**config.mk**
```make
export PLATFORM = sky130hd
export DESIGN_NAME = rotating_thermal_supervisor
export DESIGN_NICKNAME = d
export VERILOG_FILES = /design/src/hw/rtl/rts_pkg.sv /design/src/hw/rtl/rotating_thermal_supervisor.sv /design/src/hw/rtl/rts_core.sv /design/src/hw/rtl/rts_status.sv
export SDC_FILE = /design/constraint.sdc
export NUM_CORES = 1
export LEC_CHECK = 0
export BUFFER_PORTS_ARGS = -buffer_cell sky130_fd_sc_hd__buf_4
export CAP_MARGIN = 30
export CORE_ASPECT_RATIO = 0.7
export CORE_UTILIZATION = 50
export CTS_CLUSTER_DIAMETER = 80
export DETAILED_ROUTE_END_ITERATION = 8
export GPL_TIMING_DRIVEN = 0
export PLACE_DENSITY_LB_ADDON = 0.15
export SYNTH_ARGS = -nofsm -noshare
export SYNTH_HDL_FRONTEND = slang
export SYNTH_HIERARCHICAL = 1
export SYNTH_SLANG_ARGS = --single-unit
export TNS_END_PERCENT = 10
```
**constraint.sdc**
```tcl
create_clock -name clock -period 6.2 [get_ports clock]
set_clock_uncertainty 0.1 [all_clocks]
set_input_delay 1.24 -clock clock [delete_from_list [all_inputs] [get_ports clock]]
set_output_delay 1.24 -clock clock [all_outputs]
set_load 0.01 [all_outputs]
```
**src/hw/rtl/rts_pkg.sv**
```systemverilog
// Shared types and constants for the rotating thermal supervisor.
package rts_pkg;

   localparam int unsigned SENSOR_COUNT = 3;
   localparam int unsigned TEMP_W       = 8;
   localparam int unsigned SINCE_W      = 16;
   localparam int unsigned AGE_W        = 20;
   localparam int unsigned ROT_W        = 2;
   localparam int unsigned CSR_ADDR_W   = 3;
   localparam int unsigned CSR_DATA_W   = 20;
   localparam int unsigned REQ_DATA_W   = 8;
   localparam int unsigned REQ_USER_W   = 2;
   localparam int unsigned RSP_DATA_W   = 32;

   localparam logic [TEMP_W-1:0]        NO_READING   = 8'h80;
   localparam logic signed [TEMP_W-1:0] SUSPECT_BAND = 8'sd5;
   localparam logic [SINCE_W-1:0]       SINCE_MAX    = 16'hFFFF;
   localparam logic [SENSOR_COUNT-1:0]  ALL_PRESENT  = 3'b111;
   localparam logic [ROT_W-1:0]         LAST_SENSOR  = 2'd2;

   // Request kinds.
   localparam logic OP_TICK = 1'b0;
   localparam logic OP_READ = 1'b1;

   // Configuration register indexes.
   localparam logic [CSR_ADDR_W-1:0] CSR_PRESENT_MASK    = 3'd0;
   localparam logic [CSR_ADDR_W-1:0] CSR_MAIN_LIMIT      = 3'd1;
   localparam logic [CSR_ADDR_W-1:0] CSR_MOTOR_LIMIT     = 3'd2;
   localparam logic [CSR_ADDR_W-1:0] CSR_READ_INTERVAL   = 3'd3;
   localparam logic [CSR_ADDR_W-1:0] CSR_FAILURE_TIMEOUT = 3'd4;
   localparam logic [CSR_ADDR_W-1:0] CSR_PROTECTION_ON   = 3'd5;

   typedef struct packed {
      logic [SENSOR_COUNT-1:0] present_mask;
      logic [TEMP_W-1:0]       main_limit;
      logic [TEMP_W-1:0]       motor_limit;
      logic [SINCE_W-1:0]      read_interval;
      logic [AGE_W-1:0]        failure_timeout;
      logic                    protection_on;
   } cfg_type;

   typedef struct packed {
      logic [SINCE_W-1:0]                   since_read;
      logic [ROT_W-1:0]                     rotation;
      logic [SENSOR_COUNT-1:0][TEMP_W-1:0]  temps;
      logic [SENSOR_COUNT-1:0][AGE_W-1:0]   ages;
   } state_type;

   typedef struct packed {
      logic              shutdown_request;
      logic              sensor_failed;
      logic              motor_hot;
      logic              main_hot;
      logic [TEMP_W-1:0] left_temp;
      logic [TEMP_W-1:0] right_temp;
      logic [TEMP_W-1:0] main_temp;
      logic [ROT_W-1:0]  due_sensor;
      logic              read_due;
   } result_type;

endpackage

```
**src/hw/rtl/rotating_thermal_supervisor.sv**
```systemverilog
// Top level of the rotating thermal supervisor.
// The response is registered and appears on rsp in the cycle after its request is accepted.
// Throughput: one request per cycle; the response register frees as it is taken,
// so req_tready stays high while rsp_tready is high.
// Reset empties the response register, clears the counters and rotation, marks every
// temperature as no reading and loads the configuration defaults.
module rotating_thermal_supervisor (
   input  logic                                  clock,
   input  logic                                  reset,
   input  logic                                  req_tvalid,
   output logic                                  req_tready,
   input  logic [rts_pkg::REQ_DATA_W-1:0]        req_tdata,  // [7:0] reading
   input  logic [rts_pkg::REQ_USER_W-1:0]        req_tuser,  // [0] opcode, [1] read_ok
   output logic                                  rsp_tvalid,
   input  logic                                  rsp_tready,
   // [0] read_due, [2:1] due_sensor, [10:3] main_temp, [18:11] right_temp,
   // [26:19] left_temp, [27] main_hot, [28] motor_hot, [29] sensor_failed,
   // [30] shutdown_request, [31] zero
   output logic [rts_pkg::RSP_DATA_W-1:0]        rsp_tdata,
   input  logic                                  csr_we,
   input  logic [rts_pkg::CSR_ADDR_W-1:0]        csr_addr,
   input  logic [rts_pkg::CSR_DATA_W-1:0]        csr_wdata
);

   rts_pkg::cfg_type    cfg_ff;
   rts_pkg::state_type  state_in;
   rts_pkg::result_type result;
   rts_pkg::result_type rsp_data_ff;
   logic                rsp_valid_ff;
   logic                accept;

   assign req_tready = !rsp_valid_ff || rsp_tready;
   assign accept     = req_tvalid && req_tready;

   always_ff @(posedge clock) begin
      if (reset) begin
         cfg_ff.present_mask    <= '0;
         cfg_ff.main_limit      <= 8'd85;
         cfg_ff.motor_limit     <= 8'd85;
         cfg_ff.read_interval   <= 16'd1000;
         cfg_ff.failure_timeout <= 20'd10000;
         cfg_ff.protection_on   <= 1'b1;
      end else if (csr_we) begin
         unique case (csr_addr)
            rts_pkg::CSR_PRESENT_MASK: begin
               cfg_ff.present_mask <= csr_wdata[rts_pkg::SENSOR_COUNT-1:0];
            end
            rts_pkg::CSR_MAIN_LIMIT: begin
               cfg_ff.main_limit <= csr_wdata[rts_pkg::TEMP_W-1:0];
            end
            rts_pkg::CSR_MOTOR_LIMIT: begin
               cfg_ff.motor_limit <= csr_wdata[rts_pkg::TEMP_W-1:0];
            end
            rts_pkg::CSR_READ_INTERVAL: begin
               cfg_ff.read_interval <= csr_wdata[rts_pkg::SINCE_W-1:0];
            end
            rts_pkg::CSR_FAILURE_TIMEOUT: begin
               cfg_ff.failure_timeout <= csr_wdata[rts_pkg::AGE_W-1:0];
            end
            rts_pkg::CSR_PROTECTION_ON: begin
               cfg_ff.protection_on <= csr_wdata[0];
            end
            default: begin
            end
         endcase
      end
   end

   rts_core u_core (
      .clock    (clock),
      .reset    (reset),
      .advance  (accept),
      .opcode   (req_tuser[0]),
      .read_ok  (req_tuser[1]),
      .reading  (req_tdata[rts_pkg::TEMP_W-1:0]),
      .cfg      (cfg_ff),
      .state_in (state_in)
   );

   rts_status u_status (
      .state_in (state_in),
      .cfg      (cfg_ff),
      .result   (result)
   );

   always_ff @(posedge clock) begin
      if (reset) begin
         rsp_valid_ff <= 1'b0;
      end else if (accept) begin
         rsp_valid_ff <= 1'b1;
      end else if (rsp_tready) begin
         rsp_valid_ff <= 1'b0;
      end
   end

   always_ff @(posedge clock) begin
      if (accept) begin
         rsp_data_ff <= result;
      end
   end

   assign rsp_tvalid = rsp_valid_ff;
   assign rsp_tdata  = {1'b0, rsp_data_ff};

endmodule

```
**src/hw/rtl/rts_core.sv**
```systemverilog
// Supervisor state registers and their next-state logic for one request.
module rts_core (
   input  logic                               clock,
   input  logic                               reset,
   input  logic                               advance,
   input  logic                               opcode,
   input  logic                               read_ok,
   input  logic [rts_pkg::TEMP_W-1:0]         reading,
   input  rts_pkg::cfg_type                   cfg,
   output rts_pkg::state_type                 state_in
);

   rts_pkg::state_type state_ff;

   logic                               due;
   logic signed [rts_pkg::TEMP_W-1:0]  prev;
   logic                               known;

   always_comb begin
      state_in = state_ff;
      due      = state_ff.since_read >= cfg.read_interval;
      prev     = '0;
      known    = 1'b0;
      if (opcode == rts_pkg::OP_TICK) begin
         if (state_ff.since_read < rts_pkg::SINCE_MAX) begin
            state_in.since_read = state_ff.since_read + 1'b1;
         end
         for (int i = 0; i < rts_pkg::SENSOR_COUNT; i++) begin
            if (state_ff.ages[i] < cfg.failure_timeout) begin
               state_in.ages[i] = state_ff.ages[i] + 1'b1;
            end
         end
      end else if (due) begin
         for (int i = 0; i < rts_pkg::SENSOR_COUNT; i++) begin
            prev  = $signed(state_ff.temps[i]);
            known = state_ff.temps[i] != rts_pkg::NO_READING;
            // A reading of exactly zero is distrusted when the last known
            // value lay outside the small band around zero.
            if (state_ff.rotation == i[rts_pkg::ROT_W-1:0] && cfg.present_mask[i] &&
                read_ok && (reading != '0 || !known ||
                (prev >= -rts_pkg::SUSPECT_BAND && prev <= rts_pkg::SUSPECT_BAND))) begin
               state_in.temps[i] = reading;
               state_in.ages[i]  = '0;
            end
         end
         state_in.since_read = '0;
         state_in.rotation   = (state_ff.rotation >= rts_pkg::LAST_SENSOR) ? '0 :
                               state_ff.rotation + 1'b1;
      end
   end

   always_ff @(posedge clock) begin
      if (reset) begin
         state_ff.since_read <= '0;
         state_ff.rotation   <= '0;
         for (int i = 0; i < rts_pkg::SENSOR_COUNT; i++) begin
            state_ff.temps[i] <= rts_pkg::NO_READING;
            state_ff.ages[i]  <= '0;
         end
      end else if (advance) begin
         state_ff <= state_in;
      end
   end

endmodule

```
**src/hw/rtl/rts_status.sv**
```systemverilog
// Overheat, failure and shutdown flags, with the due and temperature fields, derived from the updated state.
module rts_status (
   input  rts_pkg::state_type  state_in,
   input  rts_pkg::cfg_type    cfg,
   output rts_pkg::result_type result
);

   logic [rts_pkg::SENSOR_COUNT-1:0] hot;
   logic [rts_pkg::SENSOR_COUNT-1:0] stale;
   logic [rts_pkg::TEMP_W-1:0]       limit;

   always_comb begin
      hot   = '0;
      stale = '0;
      limit = '0;
      for (int i = 0; i < rts_pkg::SENSOR_COUNT; i++) begin
         limit    = (i == 0) ? cfg.main_limit : cfg.motor_limit;
         hot[i]   = cfg.present_mask[i] && state_in.temps[i] != rts_pkg::NO_READING &&
                    $signed(state_in.temps[i]) >= $signed(limit);
         stale[i] = state_in.ages[i] >= cfg.failure_timeout;
      end
   end

   always_comb begin
      result.read_due         = state_in.since_read >= cfg.read_interval;
      result.due_sensor       = state_in.rotation;
      result.main_temp        = state_in.temps[0];
      result.right_temp       = state_in.temps[1];
      result.left_temp        = state_in.temps[2];
      result.main_hot         = hot[0];
      result.motor_hot        = hot[1] || hot[2];
      result.sensor_failed    = (cfg.present_mask != rts_pkg::ALL_PRESENT) || (|stale);
      result.shutdown_request = cfg.protection_on &&
                                (result.main_hot || result.motor_hot || result.sensor_failed);
   end

endmodule

```
==> results.toml <==
[run_status]
status = "finished clean"

[route]
wl_met2_microns = 19400
vias = 13900
wl_met3_microns = 6700
dr.max_layer_used = "met4"
vias_per_cell = 6.32
drtAntennaViolNets = 0
first_pass_iters = 6
drt_wl_total_microns = 49700
wl_per_cell_microns = 22.7
drc = 0
drtIter0Drc = 1837
wl_met1_microns = 22700

[yosys]
synth_edf_count = 31
ys_types = 78
synth_area_sq_um = 14300
yosysSeqAreaShare_pct = 28.8
ys.flop_type = "dfxtp_1"
async_flop_share_pct = 0
yosys.area.top_type = "dfxtp_1"
yosysWarnings = 6
synth_nets = 1930
yosys_register_bits = 190
synth_top_cell_area_share_pct = 22.3
synthCells = 1715
syn_avg_cell_area_sq_um = 8.34
synthTopCellsByArea = "dfxtp_1, ha_1, edfxtp_1"

[place]
place_hpwl_microns = 38900
portBuffers = 70
placed_area_sq_um = 15300
dp_slack_ns = 0.0549
gp_congestion = 1.06

[clock_network]
clk_pin_slew_ns = 0.07
cts_tree = "done"
cts_buffers = 17
insertion_delay_ns = 0.46
post-cts-setup-buffer-count = 0
htreeDepth = 4
cts.path.max_buffers = 2
cts.sinks = 190
clk_root_buffer_cell = "clkbuf_16"
hold_buffers = 0
postCtsResizedCells = 0

[setup_path]
crit_buf_inv = 1
start_kind = "flip-flop"
path_cells = "inv_1, ha_1, nand4_1, nor3_1, o21ai_0, a31oi_1, nor4_1, mux2i_1, ha_1, a21oi_1, o22ai_2, or4_1, a221oi_2, and4bb_1, nand2_1"
crit_path_end_kind = "flip-flop"
path_depth = 15
cp.required_ns = 6.26
critical-path-top-delay-family = "simple AND/OR/NAND/NOR gates"
slowest_delay_ns = 0.83
crit_arrival_ns = 6.24
r2r_cells = 15
crit_top_cell = "ha_1"
cp_max_fo = 10
cp_slowest_cell = "a31oi_1"
worstSetupPathType = "flip-flop to flip-flop"

[final_layout]
antenna_cells = 0
nNetsFinal = 2025
fin_util_pct = 56.8
layout_commonest_cell = "ha_1"
final_area_sq_um = 15900
fillers = 2560
layout_common_cells = "ha_1, dfxtp_1, inv_1, nand2_1, nor2_1"
final_layout_size_suffix_gt1_share_pct = 10.9
syn_to_final_growth_pct = 11.1

[die]
fp.dieW_microns = 204
rows = 51
start_util_pct = 51.2
die_area_sq_um = 29300
chipHeight_microns = 143
core_area_sq_um = 27900
ios = 72

[run]
cap_violations = 0

[sta]
rsz0062_at_grt = "no"
setup-tns-final_ns = 0
tightest_slew_ns = 1.05
finalSetupViolCount = 0
period_minus_slack_ns = 6.18
finalHoldViolCount = 0
fin_ws_ns = 0.0188
slew_headroom_pct = 29.7
max_freq_mhz = 162
finalHoldWorstSlack_ns = 0.387
drv_slew = 0
min_period_over_period_pct = 99.7

[global_route]
grt_start_max_net_pins = 31
grt_pass1_vias = 12300
overflow = 0
antenna_found_initial = 0
grt_usage_pct = 34.0
grt_first_pass_wirelength_microns = 74000

[power]
static-leakage-power_nw = 6.78
powerDensity_nw_per_um2 = 168
peakVddDrop_mv = 0.151

[hold_path]
holdPathStages = 2
min_path_type = "flip-flop to flip-flop"
cells by family after synthesis:
group | Yosys count | share of synthesized area, %
multiplexers | 112 | 8.07
XOR/XNOR | 1 | 0.0613
buffers and inverters | 234 | 7.04
adder cells (fa/ha/maj) | 177 | 15.5
AO/OA/AOI/OAI | 367 | 17.3
flip-flops | 190 | 28.8
other | 1 | 0.0262
AND/OR/NAND/NOR | 633 | 23.2
path summary, 6_finish.rpt:
path | from | endpoint | slack, ns
setup reg to reg | cfg_ff[20] | rsp_tdata[29] | 0.02
hold / removal | cfg_ff[46] | cfg_ff[46] | 0.39
setup / recovery | cfg_ff[20] | rsp_tdata[29] | 0.02
hold reg to reg | cfg_ff[46] | cfg_ff[46] | 0.39
per-stage QoR:
stage | total power, mW | cells
after detailed placement | 1.59 | 2160
after global placement | 1.59 | 2156
final | 2.67 | 2194
after floorplan | 1.46 | 1715
after CTS | 2.68 | 2192
after global routing | 2.75 | 2194
layout make-up:
cell class                 instances  area (sq um)  share of cell area (%)
timing repair buffer              76           576                    3.62
buffer                            97           493                    3.10
clock buffer                      19           433                    2.72
multi-input combinational       1291          9180                    57.8
sequential                       190          4110                    25.9
inverter                         137           514                    3.24
tap                              371           464                    2.92
clock inverter                    13           116                   0.732
flip-flops by register name, summed over array words and instances (netlist names):
signal and flops:
rsp_tdata 31, rsp_tvalid 1, u_core/state_ff 102, cfg_ff 56
worst min-delay path: cells and delay by family, from the launching register on:
family	cells	cell delay, ns
and+or+nand+nor	1	0.07
DFF	1	0.31
muxes	1	0.06
report_power, final:
part / internal [mW] / switching [mW]
Clock: 0.556 / 0.534
Sequential: 1.27 / 0.0216
Combinational: 0.0979 / 0.188
Total: 1.92 / 0.743
routing by layer:
| layer | GRT usage [%] | up-vias |
|---|---|---|
| met4 | 9.54 | 0 |
| li1 | - | 6528 |
| met5 | 0 | - |
| met2 | 46.7 | 754 |
| met1 | 49.9 | 6517 |
| met3 | 10.7 | 67 |
synthesized netlist by cell type (7+ instances only):
cell        n
nand2_1   137
inv_1     137
a31oi_1    34
nand4_1    57
or4_1      19
o311ai_0   10
nand3_1    85
o22ai_1     7
and2_1     16
ha_1      177
and4_1     10
o31ai_1    26
and3_1     19
mux2_2     26
nor2_1    114
o211ai_1   18
a21o_1     14
edfxtp_1   31
mux2i_1    86
a21oi_1    82
a211oi_1   11
o21ai_0    81
nand2b_1   65
dfxtp_1   159
nor3_1     35
buf_2      13
clkbuf_1   53
nor4_1     20
buf_4      30
a22o_1      9
or3_1      22
(Power assumes the default switching activity.)
